===== src/design/wsm_div.sv =====
module wsm_div (
  input  logic        clk,
  input  logic        rst_n,
  input  logic        start,
  input  logic [31:0] dividend,
  input  logic [31:0] divisor,
  input  logic        want_mod,
  output logic        done,
  output logic [31:0] result
);

  logic        busy_r;
  logic [4:0]  cnt_r;
  logic [31:0] rem_r;
  logic [31:0] quo_r;
  logic [31:0] dvs_r;
  logic        na_r;
  logic        nq_r;
  logic        mod_r;
  logic        done_r;
  logic [31:0] shifted;
  logic        fits;

  assign shifted = {rem_r[30:0], quo_r[31]};
  assign fits    = (rem_r[31] == 1'b1) || (shifted >= dvs_r);

  always_ff @(posedge clk) begin
    if (!rst_n) begin
      busy_r <= 1'b0;
      done_r <= 1'b0;
    end else begin
      done_r <= 1'b0;
      if (start) begin
        busy_r <= 1'b1;
        cnt_r  <= 5'd31;
        rem_r  <= '0;
        quo_r  <= dividend[31] ? (32'd0 - dividend) : dividend;
        dvs_r  <= divisor[31] ? (32'd0 - divisor) : divisor;
        na_r   <= dividend[31];
        nq_r   <= dividend[31] ^ divisor[31];
        mod_r  <= want_mod;
      end else if (busy_r) begin
        if (fits) begin
          rem_r <= shifted - dvs_r;
          quo_r <= {quo_r[30:0], 1'b1};
        end else begin
          rem_r <= shifted;
          quo_r <= {quo_r[30:0], 1'b0};
        end
        if (cnt_r == 5'd0) begin
          busy_r <= 1'b0;
          done_r <= 1'b1;
        end else begin
          cnt_r <= cnt_r - 5'd1;
        end
      end
    end
  end

  assign done   = done_r;
  assign result = mod_r ? (na_r ? (32'd0 - rem_r) : rem_r)
                        : (nq_r ? (32'd0 - quo_r) : quo_r);

endmodule


===== config.mk =====
export PLATFORM = sky130hd
export DESIGN_NAME = wsm_div
export DESIGN_NICKNAME = d
export VERILOG_FILES = /design/src/design/wsm_div.sv
export SDC_FILE = /design/constraint.sdc
export NUM_CORES = 1
export LEC_CHECK = 0
export BUFFER_PORTS_ARGS = -buffer_cell sky130_fd_sc_hd__buf_4
export CORE_ASPECT_RATIO = 1.1
export CORE_MARGIN = 5
export CORE_UTILIZATION = 45
export DETAILED_ROUTE_END_ITERATION = 8
export GPL_TIMING_DRIVEN = 0
export MAX_ROUTING_LAYER = met4
export PLACE_DENSITY = 0.67
export SYNTH_ARGS = -nofsm -noshare
export SYNTH_HDL_FRONTEND = slang
export SYNTH_SLANG_ARGS = --single-unit

===== constraint.sdc =====
create_clock -name clk -period 3.6 [get_ports clk]
set_input_delay 0.36 -clock clk [delete_from_list [all_inputs] [get_ports clk]]
set_output_delay 0.36 -clock clk [all_outputs]
set_load 0.05 [all_outputs]

==> flow_summary_export.csv <==
group,metric,value,unit
synth,synth_cell_types,54,
die,core,0.0190,mm^2
synth,yosysWarnings,0,
power_and_ir_drop,pwr-share-seq,0.371,
run_status,status,"finished with violations",
worst_hold_path,hp-class,"in -> reg",
die,num_io_pins,101,
sta,setup_viol,1,
power_and_ir_drop,p_leak,0.00412,uW
grt,grt_max_degree,67,
clock_network,cts_buffers,9,
critical_path,critical_path_required,3.24,ns
route,viasPerCell,5.57,
clock_network,clockBufferDepth,2,
power_and_ir_drop,p_int,2770,uW
die,initial_core_util,0.457,
cells_and_area,fin_util,0.550,
clock_network,worstSkewPairLatency,0.36,ns
synth,synthesis.nets,1101,
synth,synth.area.top_cells,"edfxtp_1 36%, xnor2_1 7.9%, xor2_1 7.0%",
sta,slew_violations,0,
power_and_ir_drop,powerDensity,417,mW/mm^2
power_and_ir_drop,clkPwrFrac,0.241,
die,die_w,143,um
die,rows,53,
cells_and_area,layout_common_cells,"120 x buf_4, 118 x nand2_1, 104 x edfxtp_1",
grt,grt_first_pass_wirelength,36.6,mm
critical_path,path_max_fanout,4,
cells_and_area,area_growth,20.3,%
synth,synth_top_area_share,0.359,
power_and_ir_drop,switching_share,0.365,
route,wl_per_cell,16.9,um
die,die_area,0.0222,mm^2
grt,grt_pass1_vias,7273,
clock_network,clockRootBuffer,"clkbuf_16",
clock_network,clock-sinks,106,
placed_design,io_buffers,100,
route,firstDrtPassIters,5,
synth,synth_ff_type,"edfxtp_1",
synth,seq_area_frac_synth,0.364,
route,ant_nets,0,
cells_and_area,nNetsFinal,1235,
sta,finalHoldViolations,0,
critical_path,path_class,"reg -> out",
critical_path,cp-start-kind,"register",
die,die_h,156,um
sta,final_min_period_over_clock_period,1.01,
route,vias,7682,
clock_network,htreeDepth,3,
sta,period_needed,3.62,ns
synth,synth_area,0.00869,mm^2
clock_network,cts.clk_slew.worst_paths,0.07,ns
synth,yosys_register_bits,106,
cells_and_area,mostFrequentLayoutCell,"buf_4",
sta,setup_ws,-0.0182,ns
synth,synth_edf_count,104,
cells_and_area,fill_cells,1755,
sta,fin_worst_skew,0.00577,ns
run_status,violations,"negative setup slack",
power_and_ir_drop,combPwrFrac,0.388,
cells_and_area,antenna_cells,0,
route,drc_errors,0,
critical_path,critical_path.endpoint_type,"output pin",
power_and_ir_drop,switching_power,1590,uW
critical_path,cp.arrival,3.26,ns
placed_design,gp_congestion,0.920,
power_and_ir_drop,finalPower,4360,uW
sta,rsz0062_at_grt,"true",
grt,antenna_found_initial,0,
synth,syn_avg_cell_area,8.73,um^2
synth,synthCells,995,
grt,grtUsageTotal,0.211,
flow_run,cap_viol_max_count,0,
clock_network,cts_tree,"built",
sta,tightest_slew,0.902,ns
sta,slew_headroom,0.399,
sta,hold_slack,0.178,ns
placed_design,hpwl,17.8,mm
route,drt_iter0_markers,513,
cells_and_area,final_layout_size_suffix_gt1_frac,0.174,
synth,async_flop_share,0,
route,finalWirelength,23.3,mm
synth,yosys.area.top_type,"edfxtp_1",
sta,fmax,0.276,GHz
power_and_ir_drop,irDropWorstVdd,296,uV
grt,overflow,0,
==> synth_stat cells (10+ instances only) <==
master    count
inv_1        52
xnor2_1      78
clkbuf_1     38
nand2_1     119
a211oi_1     14
nand3_1      15
o31ai_1      29
ha_1         37
or4_1        19
nor2_1       85
edfxtp_1    104
nand2b_1     10
o41ai_1      15
xor2_1       69
nor3_1       11
or3_1        22
a21oi_1      97
o21ai_0      64
a21o_1       21
==> final cells by class <==
class | instances | area [um^2] | share of cell area
buffer | 41 | 175 | 0.0167
timing repair buffer | 124 | 946 | 0.0904
sequential | 106 | 3160 | 0.302
clock buffer | 9 | 225 | 0.0215
multi-input combinational | 793 | 5360 | 0.512
inverter | 54 | 203 | 0.0194
tap | 247 | 309 | 0.0295
clock inverter | 6 | 82.6 | 0.00790
==> power groups by stage <==
stage          clock network, uW  registers [uW]  logic [uW]
2_1_floorplan                  0            1610        1150
4_1_cts                     1060            1620        1600
3_3_place_gp                   0            1650        1560
5_1_grt                     1120            1630        1850
6_report                    1050            1620        1690
3_5_place_dp                   0            1650        1570
==> layer usage <==
metal	up-vias	routed length [um]	track usage
li1	3880	-	-
met1	3560	10300	0.272
met2	211	11100	0.347
met3	31	1370	0.0288
met4	0	488	0.0598
met5	-	0	-
==> cells by family after synthesis <==
group                      after synthesis  synth area share
xor gates and xnor gates               147             0.148
AOI/OAI and AO/OA                      276             0.203
muxes                                    8           0.00993
DFF                                    106             0.364
adders and majority gates               38            0.0556
buffers and inverters                   96            0.0416
and+or+nand+nor                        324             0.178
==> per-stage QoR <==
step / area [um^2] / setup WS (ns) / instances / setup TNS (ns)
floorplan: 8700 / 0.0329 / 995 / 0
global placement: 9760 / -0.469 / 1342 / -13.59
detailed placement: 9770 / -0.338 / 1342 / -4.55
CTS: 10200 / -0.0362 / 1361 / -0.0871
global route: 10500 / -0.100 / 1380 / -0.472
finish: 10500 / -0.0182 / 1380 / -0.0182
==> path summary, 6_finish.rpt <==
| kind | slack [ns] | cells after the start | end | start |
|---|---|---|---|---|
| setup reg to reg | 0.11 | 12 | rem_r[30] | quo_r[31] |
| hold / removal | 0.18 | 1 | mod_r | want_mod |
| hold reg to reg | 0.46 | 2 | done | busy_r |
| setup / recovery | -0.02 | 9 | result[26] | quo_r[5] |
==> worst max-delay path: stages, from the launching register on <==
cell and delay [ns]:
edfxtp_1 0.41, or3_4 0.42, or4_4 0.42, or3_4 0.38
or4_4 0.50, o31ai_4 0.20, xnor2_1 0.16, nor2_1 0.07
a21oi_2 0.17, buf_6 0.18
==> repair_timing <==
item | in CTS | in global routing
setup endpoints to repair | 43 | 35
setup buffers | 5 | 19
resized for setup | 12 | 40
pin swaps | 2 | 6
hold buffers | 0 | 0
hold endpoints to repair | 0 | 0
==> flip-flops by register name, summed over array words and instances, names as in the netlist <==
| signal | flops |
|---|---|
| quo_r | 32 |
| rem_r | 32 |
| mod_r | 1 |
| dvs_r | 32 |
| nq_r | 1 |
| na_r | 1 |
| cnt_r | 5 |
| busy_r | 1 |
| done | 1 |
No activity file was read; power rests on OpenSTA's default activity.
