File: config.mk
export PLATFORM = sky130hd
export DESIGN_NAME = wsm_ram
export DESIGN_NICKNAME = d
export VERILOG_FILES = /design/src/design/wsm_ram.sv
export SDC_FILE = /design/constraint.sdc
export NUM_CORES = 1
export LEC_CHECK = 0
export BUFFER_PORTS_ARGS = -buffer_cell sky130_fd_sc_hd__buf_4
export CAP_MARGIN = 10
export CORE_UTILIZATION = 60
export CTS_CLUSTER_DIAMETER = 120
export DETAILED_ROUTE_END_ITERATION = 12
export PLACE_DENSITY = 0.88
export SLEW_MARGIN = 5
export SYNTH_ARGS = -nofsm -noshare
export SYNTH_HDL_FRONTEND = slang
export SYNTH_SLANG_ARGS = --single-unit
File: constraint.sdc
create_clock -name clk -period 6.83 [get_ports clk]
set_input_delay 0 -clock clk [delete_from_list [all_inputs] [get_ports clk]]
set_output_delay 0 -clock clk [all_outputs]
set_load 0.03 [all_outputs]
File: src/design/wsm_ram.sv
module wsm_ram #(
  parameter int unsigned DEPTH = 16,
  parameter int unsigned WIDTH = 32
) (
  input  logic                     clk,
  input  logic                     we,
  input  logic [$clog2(DEPTH)-1:0] waddr,
  input  logic [WIDTH-1:0]         wdata,
  input  logic                     re,
  input  logic [$clog2(DEPTH)-1:0] raddr,
  output logic [WIDTH-1:0]         rdata
);

  logic [WIDTH-1:0] mem [DEPTH];

  always_ff @(posedge clk) begin
    if (we) begin
      mem[waddr] <= wdata;
    end
    if (re) begin
      rdata <= mem[raddr];
    end
  end

endmodule

==> results of run 1 <==
registers in the layout, summed over array words and instances, names as in the netlist:
register / cells
rdata: 32
mem: 512
placed cells by master (no fill, tap or decap):
cell	count
clkinvlp_4	1
clkbuf_1	11
bufinv_16	3
nor2b_4	2
a22oi_1	64
clkinv_2	10
or3b_2	1
nand3b_1	2
edfxtp_1	544
clkbuf_16	49
mux4_2	128
nor3_2	4
buf_4	95
nor2_4	13
nand2_1	33
and2_1	1
clkinv_1	11
dlygate4sd3_1	32
nand2b_1	2
clkbuf_8	1
nand3_1	1
inv_6	2
metrics by stage:
| step | hold slack [ps] | cell area, µm² |
|---|---|---|
| floorplan | 98.9 | 20200 |
| global placement | 286 | 21400 |
| detailed placement | 298 | 21400 |
| CTS | 9.68 | 23200 |
| global route | 4.72 | 23200 |
| finish | 19.8 | 23200 |
power by group:
part | internal (µW) | leakage [µW] | switching (µW)
clock network | 1430 | 0.000725 | 1160
logic | 156 | 0.00174 | 233
registers | 3760 | 0.00494 | 28.2
cell usage after synthesis, drive strengths merged:
cell / n / share of area (%)
or3b: 1 / 0.043
edfxtp: 544 / 81
nor3: 4 / 0.099
mux4: 128 / 14
buf: 26 / 0.79
nor2: 13 / 0.24
nor2b: 2 / 0.062
a22oi: 64 / 2.4
clkbuf: 17 / 0.32
nand2b: 2 / 0.062
nand3b: 2 / 0.074
nand3: 1 / 0.025
nand2: 33 / 0.61
and2: 1 / 0.031
logic make-up (layout without fill, tap and decap cells):
| kind of cell | Yosys count | after routing | synth area share [%] |
|---|---|---|---|
| DFF | 544 | 544 | 81.0 |
| and+or+nand+nor | 59 | 59 | 1.25 |
| buffers and inverters | 43 | 215 | 1.10 |
| AOI/OAI and AO/OA | 64 | 64 | 2.38 |
| muxes | 128 | 128 | 14.3 |
how the worst max path moves through the flow:
stage | end | slack [ps] | cells after the start
after detailed placement | rdata[29] | 3820 | 5
after global routing | rdata[31] | 4110 | 5
after floorplan | mem[0][0] | 3650 | 2
after CTS | rdata[27] | 4280 | 5
after global placement | rdata[1] | 3910 | 5
final | rdata[27] | 4370 | 5
area by class of cell:
cell class	count	share of cell area (%)
clock buffers	60	5.47
multi-input cells	251	16.2
flip-flops and latches	544	70.5
repair buffers	128	4.52
well taps	442	2.39
clock inverters	27	0.891
layer usage:
metal,vias to the layer above,wire length [µm]
met4,0,1770
met2,798,24700
met3,137,5050
met5,-,0
met1,5089,16100
li1,3866,-
==> results by group, run 1 <==
Timing
  • Final period utilization: between 30% and 40%
  • Peak Freq: ~410 MHz
  • Fin crit period: between 2000 and 2500 ps
  • Final-report max-slew violation count: 0
  • Slew headroom: 32.4%
  • RSZ-0062 raised after global routing: no
  • Final setup margin: around 4400 ps
  • Worst slew pin tran: between 1000 and 1500 ps
  • Setup Total Neg Slack: 0 ps
  • Skew final: about 15 ps
  • Final hold viol count: 0
  • # setup viols final: 0

Global route
  • Top Usage Layer GRT: met2
  • Total GRT Usage: about 29%
  • Grt met3 use: approximately 5%
  • Total gr overflow: 0
  • Vias in the first global route: just over 10000
  • Met2 usage: 48.2%
  • First-pass GRT wire length: around 70000 µm
  • M1 GR Usage: 38.4%
  • Initial antenna violation count: 0
  • Pin count of the biggest net entering global routing: 84

Yosys
  • Synth warnings: 0
  • Syn_area_per_cell: about 24 µm²
  • Post-Syn Nets: 881
  • Cells after Synth: approximately 840
  • Sequential area share after synthesis: 81.0%
  • Mapped cell area: 20200 µm²
  • Synth cell types: 17
  • Synth Register Bits: about 540

Setup path
  • Worst Setup SP: raddr[0]
  • Kind of cell adding the most delay to the critical path: buffers and inverters
  • CP endpoint kind: flop
  • Worst-path cell chain: clkbuf_8 > buf_4 > mux4_2 > a22oi_1 > nand2_1
  • CP arrival: approximately 2700 ps
  • Worst-path fanout max: 83
  • Setup crit start kind: primary input
  • Worst r2r src: mem[12][17]
  • Slowest CP cell: buf_4
  • Reg2Reg Depth: 3
  • R2r endpoint: rdata[17]
  • CP Class: in -> reg
  • Worst path max stage delay: 870 ps
  • Critical path required time: approximately 7100 ps
  • Crit path buffers/inverters: 2
  • Worst R2R Setup Slack: ~5200 ps

Clock network
  • Num CTS Buffers: 48
  • H-Tree Depth: 2
  • Post-CTS resize count: 0
  • Clock latency on the worst-skew pair: 560 ps
  • Hold buffers post-CTS: 32
  • Root Buffer: clkbuf_16
  • Sink Count: about 540
  • Clock transition at path regs: ~70 ps
  • Setup Buffers After CTS: 0
  • Deepest clock path buffer count: 3
  • CTS tree: built

Floorplanning
  • Die W: ~190 µm
  • Initial Utilization: between 60% and 70%
  • Die area: between 30000 and 40000 µm²
  • Core area: roughly 33000 µm²
  • Die Y-Extent: between 150 and 200 µm
  • Io pins: 75
  • Site Rows: 66

Finish
  • Fin util: between 70% and 80%
  • Area occupied by multi-input gates: 3750 µm²
  • Share of layout cells above drive strength 1: between 30% and 40%
  • Synth-to-layout area growth: 14.8%
  • Final net count: 1016
  • Ant diodes: 0
  • Fillers: 1760
  • Finished Layout Cells: 1452
  • Register area: around 16000 µm²

Drt
  • WL/cell: roughly 33 µm
  • Final antenna-violating net count: 0
  • DR DRC count: 0
  • Initial DRC count: between 1500 and 2000
  • DR pass1 iterations: 5
  • Vias after detailed routing: between 9000 and 10000
  • Routed WL: between 40000 and 50000 µm
  • Vias/cell: 6.81

Run
  • Max cap viols: 0

Worst hold path
  • Hold Crit Start: re
  • Hold Path Sink: rdata[30]
  • Hold depth: 1
  • Hold/Removal Path Class: in -> reg

Pwr
  • Leakage: 0.00741 µW
  • PwrDens: between 200 and 300 nW/µm²
  • Worst VDD drop: about 190 µV
  • PnR Total Power: approximately 6800 µW

Placed design
  • Placed Cells incl. Taps: between 1000 and 1500
  • RePlAce Congestion: 0.691
  • # port buffers: 74
  • Post-DP HPWL: between 20000 and 25000 µm
  • Setup Slack @ Placement: between 3000 and 4000 ps

Run status
  • Status: finished, final reports clean
Power figures use the tool's default switching activity.
==> inputs of run 2 (changes only) <==
clock period = 2.4 ns   (was 6.83 ns; I/O delays follow)
==> run 2 against run 1 <==
Effect of this change: sequential share of layout area is 1.8 points lower; die area unchanged; routed wire length down 1.7%; sequential cell count stayed put; global-route usage is 0.43 points lower; sequential power rose to 2.8 times the previous value; clock power rose to 3.2 times the previous value; setup slack got worse by 3500 ps; clock-buffer cell count fell by 2; cell area rose by 2.6%; critical path type is now reg -> reg.
==> results by group, run 2 (synthesis results as in run 1) <==
Global route
  • Total GRT Usage: ~28%
  • Vias in the first global route: roughly 10000
  • Total gr overflow: 0
  • Pin count of the biggest net entering global routing: approximately 110
  • First-pass GRT wire length: around 68000 µm
  • Initial antenna violation count: 1

Placed design
  • # port buffers: between 70 and 80
  • DP Area: 21700 µm²
  • RePlAce Congestion: between 0.7 and 0.8
  • Post-DP HPWL: about 21000 µm
  • Setup Slack @ Placement: 614 ps

Finish
  • Final net count: 1027
  • Most common cell after layout, fill and taps aside: edfxtp_1
  • Most frequent cells in the layout: edfxtp_1 (544), mux4_2 (128), buf_4 (84), a22oi_1 (64), clkbuf_16 (52)
  • Area occupied by multi-input gates: approximately 3800 µm²
  • Design area: around 24000 µm²
  • Max reg flops: a little over 500
  • Register area: 16300 µm²
  • Largest reg by FF count: mem
  • Fillers: ~1700
  • Share of layout cells above drive strength 1: between 30% and 40%
  • Registers with the most flip-flops: mem: 512 flops, rdata: 32 flops
  • Synth-to-layout area growth: 17.8%

Timing
  • Final setup margin: 841 ps
  • Fin crit period: about 1600 ps
  • Skew final: a little over 20 ps
  • Setup Total Neg Slack: 0 ps
  • Final-report max-slew violation count: 0
  • Worst slew pin tran: ~830 ps
  • Final hold viol count: 0
  • Final period utilization: around two thirds
  • # setup viols final: 0
  • Peak Freq: approximately 640 MHz
  • Slew headroom: between 40% and 50%
  • RSZ-0062 raised after global routing: no

Pwr
  • PnR Total Power: approximately 20000 µW
  • PwrDens: about 850 nW/µm²
  • Leakage: approximately 0.0076 µW
  • Worst VDD drop: 644 µV

Setup path
  • Worst R2R Setup Slack: ~840 ps
  • R2r endpoint: rdata[11]
  • Kind of cell adding the most delay to the critical path: multiplexers
  • Worst r2r src: mem[2][11]
  • CP arrival: approximately 1900 ps
  • Worst-path cell chain: mux4_2 > a22oi_1 > nand2_1
  • CP endpoint kind: flop
  • Worst-path fanout max: 1
  • Critical path required time: approximately 2700 ps
  • Crit path buffers/inverters: 0
  • Reg2Reg Depth: 3
  • Slowest CP cell: mux4_2
  • Worst path max stage delay: approximately 520 ps
  • Setup crit start kind: flop
  • CP Class: reg -> reg

Floorplanning
  • Site Rows: between 60 and 70
  • Initial Utilization: roughly 60%
  • Io pins: 75
  • Core area: between 30000 and 40000 µm²
  • Die Y-Extent: 185 µm
  • Die area: approximately 34000 µm²
  • Die W: roughly 190 µm

Drt
  • Routed WL: ~47000 µm
  • Vias/cell: slightly below 7
  • Vias after detailed routing: just under 10000
  • Final antenna-violating net count: 0
  • WL/cell: approximately 32 µm
  • Initial DRC count: ~1300
  • DR DRC count: 0
  • DR pass1 iterations: 7

Clock network
  • Clock latency on the worst-skew pair: roughly 570 ps
  • Setup Buffers After CTS: 0
  • H-Tree Depth: 2
  • Num CTS Buffers: 51
  • Hold buffers post-CTS: 32
  • Deepest clock path buffer count: 3
  • Post-CTS resize count: 0
  • Clock transition at path regs: 60 ps
  • CTS tree: built
  • Sink Count: ~540
  • Root Buffer: clkbuf_16

Worst hold path
  • Hold depth: 1
  • Hold/Removal Path Class: in -> reg
  • Hold Path Sink: rdata[6]
  • Hold Crit Start: re

Run
  • Max cap viols: 0

Run status
  • Status: finished, final reports clean
run 2: cell types whose count changed in the layout (fill, tap and decap cells not counted), moves of 2 or more:
cell        change
buf_12         +19
buf_4          -11
bufinv_16       +6
clkbuf_1        -5
clkbuf_16       +3
clkinv_1        +4
clkinv_2        -4
clkinv_8        +2
clkinvlp_4      +3
nor3_2          -4
nor3_4          +4
run 2: per-stage QoR:
stage          hold WS, ps  util (%)  std cells
2_1_floorplan         98.9         -        838
3_3_place_gp           285      66.2       1341
3_5_place_dp           298      66.2       1341
4_1_cts               10.4      72.5       1468
5_1_grt               1.60      72.5       1469
6_report              21.6      72.5       1469
run 2: area by class of cell:
| cell class | count | area share (%) |
|---|---|---|
| Clock inverter | 37 | 1.80 |
| Tap cell | 442 | 2.33 |
| Sequential cell | 544 | 68.7 |
| Antenna cell | 1 | 0.0105 |
| Multi-Input combinational cell | 251 | 15.9 |
| Clock buffer | 58 | 5.57 |
| Timing Repair Buffer | 136 | 5.66 |
run 2: worst max path at each step:
stage	start	end	slack (ps)	depth (start not counted)
after floorplan	waddr[2]	mem[1][0]	90	2
after CTS	mem[2][11]	rdata[11]	820	3
after detailed placement	raddr[0]	rdata[25]	610	5
after global routing	mem[2][11]	rdata[11]	810	3
final	mem[2][11]	rdata[11]	840	3
after global placement	raddr[0]	rdata[26]	660	5
run 2: power by group:
part | total (µW) | switching, µW | internal, µW
sequential | 10800 | 80.3 | 10700
combinational | 1140 | 667 | 471
clock | 8370 | 3430 | 4940
run 2: worst reg2reg max path, cell delays in order, from the launching register on:
cell      delay, ps
edfxtp_1        440
mux4_2          520
a22oi_1         230
nand2_1         110
run 2: per-layer routing:
metal	global-route usage [%]	share of wire (%)	routed length [µm]	up-vias
li1	-	-	-	3903
met1	38.4	35	16600	5141
met2	46.6	51	23900	742
met3	5.60	10	4880	122
met4	10.8	3.1	1460	0
met5	0	0	0	-
==> inputs of run 3 (changes only) <==
ABC_AREA = 1   (was not set)
PLACE_DENSITY = 0.87   (was 0.88)
clock period = 1.54 ns   (was 2.4 ns; I/O delays follow)
==> run 3 against run 2 <==
Effect of this change: cell count is 90% higher; clock power is 48% higher; synthesized cell count grew to 2.5 times the previous value; largest cell class unchanged; highest routed layer unchanged.
==> results by group, run 3 <==
Run status
  • Status: finished, final reports clean

Floorplanning
  • Die Y-Extent: 198 µm
  • Core area: 37800 µm²
  • Initial Utilization: around three fifths
  • Site Rows: 71
  • Io pins: between 70 and 80
  • Die area: a little under 40000 µm²
  • Die W: 198 µm

Setup path
  • CP Class: reg -> out
  • Worst path max stage delay: about 480 ps
  • Worst R2R Setup Slack: about 280 ps
  • Crit path buffers/inverters: 1
  • Critical path required time: between 1500 and 2000 ps
  • CP endpoint kind: output port
  • Slowest CP cell: edfxtp_1
  • CP arrival: between 1000 and 1500 ps
  • Setup crit start kind: flop
  • Kind of cell adding the most delay to the critical path: flip-flops
  • Worst-path fanout max: 1
  • Worst-path cell chain: buf_4

Finish
  • Registers with the most flip-flops: mem: 512 flops, rdata: 32 flops
  • Most common cell after layout, fill and taps aside: nand2_1
  • Final net count: approximately 2300
  • Ant diodes: 0
  • Share of layout cells above drive strength 1: between 9 and 10%
  • Largest reg by FF count: mem
  • Synth-to-layout area growth: 15.3%
  • Design area: 26600 µm²
  • Max reg flops: roughly 500
  • Most frequent cells in the layout: nand2_1 (677), edfxtp_1 (544), inv_1 (387), nand3_1 (385), buf_4 (98)
  • Fin util: between 70% and 80%

Timing
  • RSZ-0062 raised after global routing: no
  • Final-report max-slew violation count: 0
  • Fin crit period: roughly 1300 ps
  • # setup viols final: 0
  • Final hold viol count: 0
  • Setup Total Neg Slack: 0 ps
  • Peak Freq: 788 MHz
  • Slew headroom: approximately 49%
  • Worst slew pin tran: approximately 760 ps
  • Final period utilization: just over 80%
  • Skew final: ~17 ps
  • Fin Hold WS: 35.0 ps

Global route
  • Total gr overflow: 0
  • Initial antenna violation count: 0
  • Total GRT Usage: a little under a third
  • Vias in the first global route: roughly 16000
  • Pin count of the biggest net entering global routing: 71
  • First-pass GRT wire length: approximately 89000 µm

Yosys
  • Synth cell types: 14
  • Number of synthesized flops with an enable pin: ~540
  • Cells after Synth: 2120
  • Most frequent cell after synthesis: nand2_1
  • Synth top area cells: edfxtp_1 (71%), nand2_1 (11%), nand3_1 (8.4%), inv_1 (6.3%), buf_6 (1.4%)
  • Mapped cell area: between 20000 and 25000 µm²
  • Yosys top cell by area: edfxtp_1
  • Ys async rst share: 0%
  • Post-Syn Nets: 2163
  • Sequential area share after synthesis: about 71%
  • Synth cell count leaders: nand2_1 (677), edfxtp_1 (544), inv_1 (388)
  • Main flop type after synthesis: edfxtp_1
  • Synth Register Bits: 544
  • Synth warnings: 0
  • Syn_area_per_cell: around 11 µm²
  • Top-area cell type share of the netlist area: between 70% and 80%

Clock network
  • Clock latency on the worst-skew pair: between 500 and 600 ps
  • Root Buffer: clkbuf_16
  • Hold buffers post-CTS: 33
  • Deepest clock path buffer count: 3
  • Clock transition at path regs: around 60 ps
  • Setup Buffers After CTS: 0
  • CTS tree: built
  • Sink Count: 544
  • Num CTS Buffers: 52
  • H-Tree Depth: 2
  • Post-CTS resize count: 0

Drt
  • WL/cell: 20.9 µm
  • Routed WL: 58300 µm
  • Initial DRC count: roughly 2300
  • Vias after detailed routing: around 16000
  • Final antenna-violating net count: 0
  • DR pass1 iterations: 6
  • Vias/cell: 5.77
  • DR DRC count: 0

Run
  • Max cap viols: 0

Worst hold path
  • Hold/Removal Path Class: in -> reg

Pwr
  • Leakage: roughly 0.011 µW
  • PwrDens: between 1000 and 1500 nW/µm²
  • Worst VDD drop: between 900 and 1000 µV

Placed design
  • RePlAce Congestion: 0.820
  • Post-DP HPWL: 31500 µm
  • DP Area: 24600 µm²
  • # port buffers: 74
## run 3: changes by cell type after synthesis, sizes merged, moves of 4 or more
cell	previous run	this run
nor3	4	0
buf	26	91
nand2	33	677
inv	0	390
nor2	13	17
a22oi	64	0
mux4	128	0
nand3	1	385
## run 3: area by class of cell
cell class | count | area [µm²]
clock buffers | 62 | 1360
clock inverters | 34 | 270
fillers | 2264 | 11200
inverters | 390 | 1470
multi-input cells | 1081 | 4670
flip-flops and latches | 544 | 16300
well taps | 511 | 639
repair buffers | 170 | 1840
## run 3: routing by layer
| layer | wire length, µm | GRT usage, % |
|---|---|---|
| met1 | 20000 | 38.4 |
| met2 | 28400 | 49.9 |
| met3 | 7250 | 6.57 |
| met4 | 2610 | 15.0 |
| met5 | 0 | 0 |
## run 3: worst paths after layout
path                                   from        end  depth (start not counted)
worst max register to register    mem[7][5]   rdata[5]                          6
worst max-delay path              rdata[12]  rdata[12]                          1
worst min register to register  mem[10][16]  rdata[16]                          6
worst min-delay path               raddr[2]  rdata[23]                          5
## run 3: through the flow
step	total power [µW]	std cells	worst slack [ps]
3_5_place_dp	19300	2663	172
4_1_cts	31500	2792	275
6_report	31500	2792	270
5_1_grt	32200	2792	248
2_1_floorplan	18300	2120	-453
3_3_place_gp	19200	2663	186
## run 3: power by group
| part | switching, µW | leakage [µW] | internal, µW | total [µW] |
|---|---|---|---|---|
| Combinational | 1600 | 0.00552 | 741 | 2340 |
| Sequential | 108 | 0.00494 | 16700 | 16800 |
| Clock | 5410 | 0.000793 | 6960 | 12400 |
## run 3: logic make-up after synthesis
group / Yosys count / synth area share [%]
buffers and inverters: 495 / 9.41
DFF: 544 / 70.9
and+or+nand+nor: 1081 / 19.7
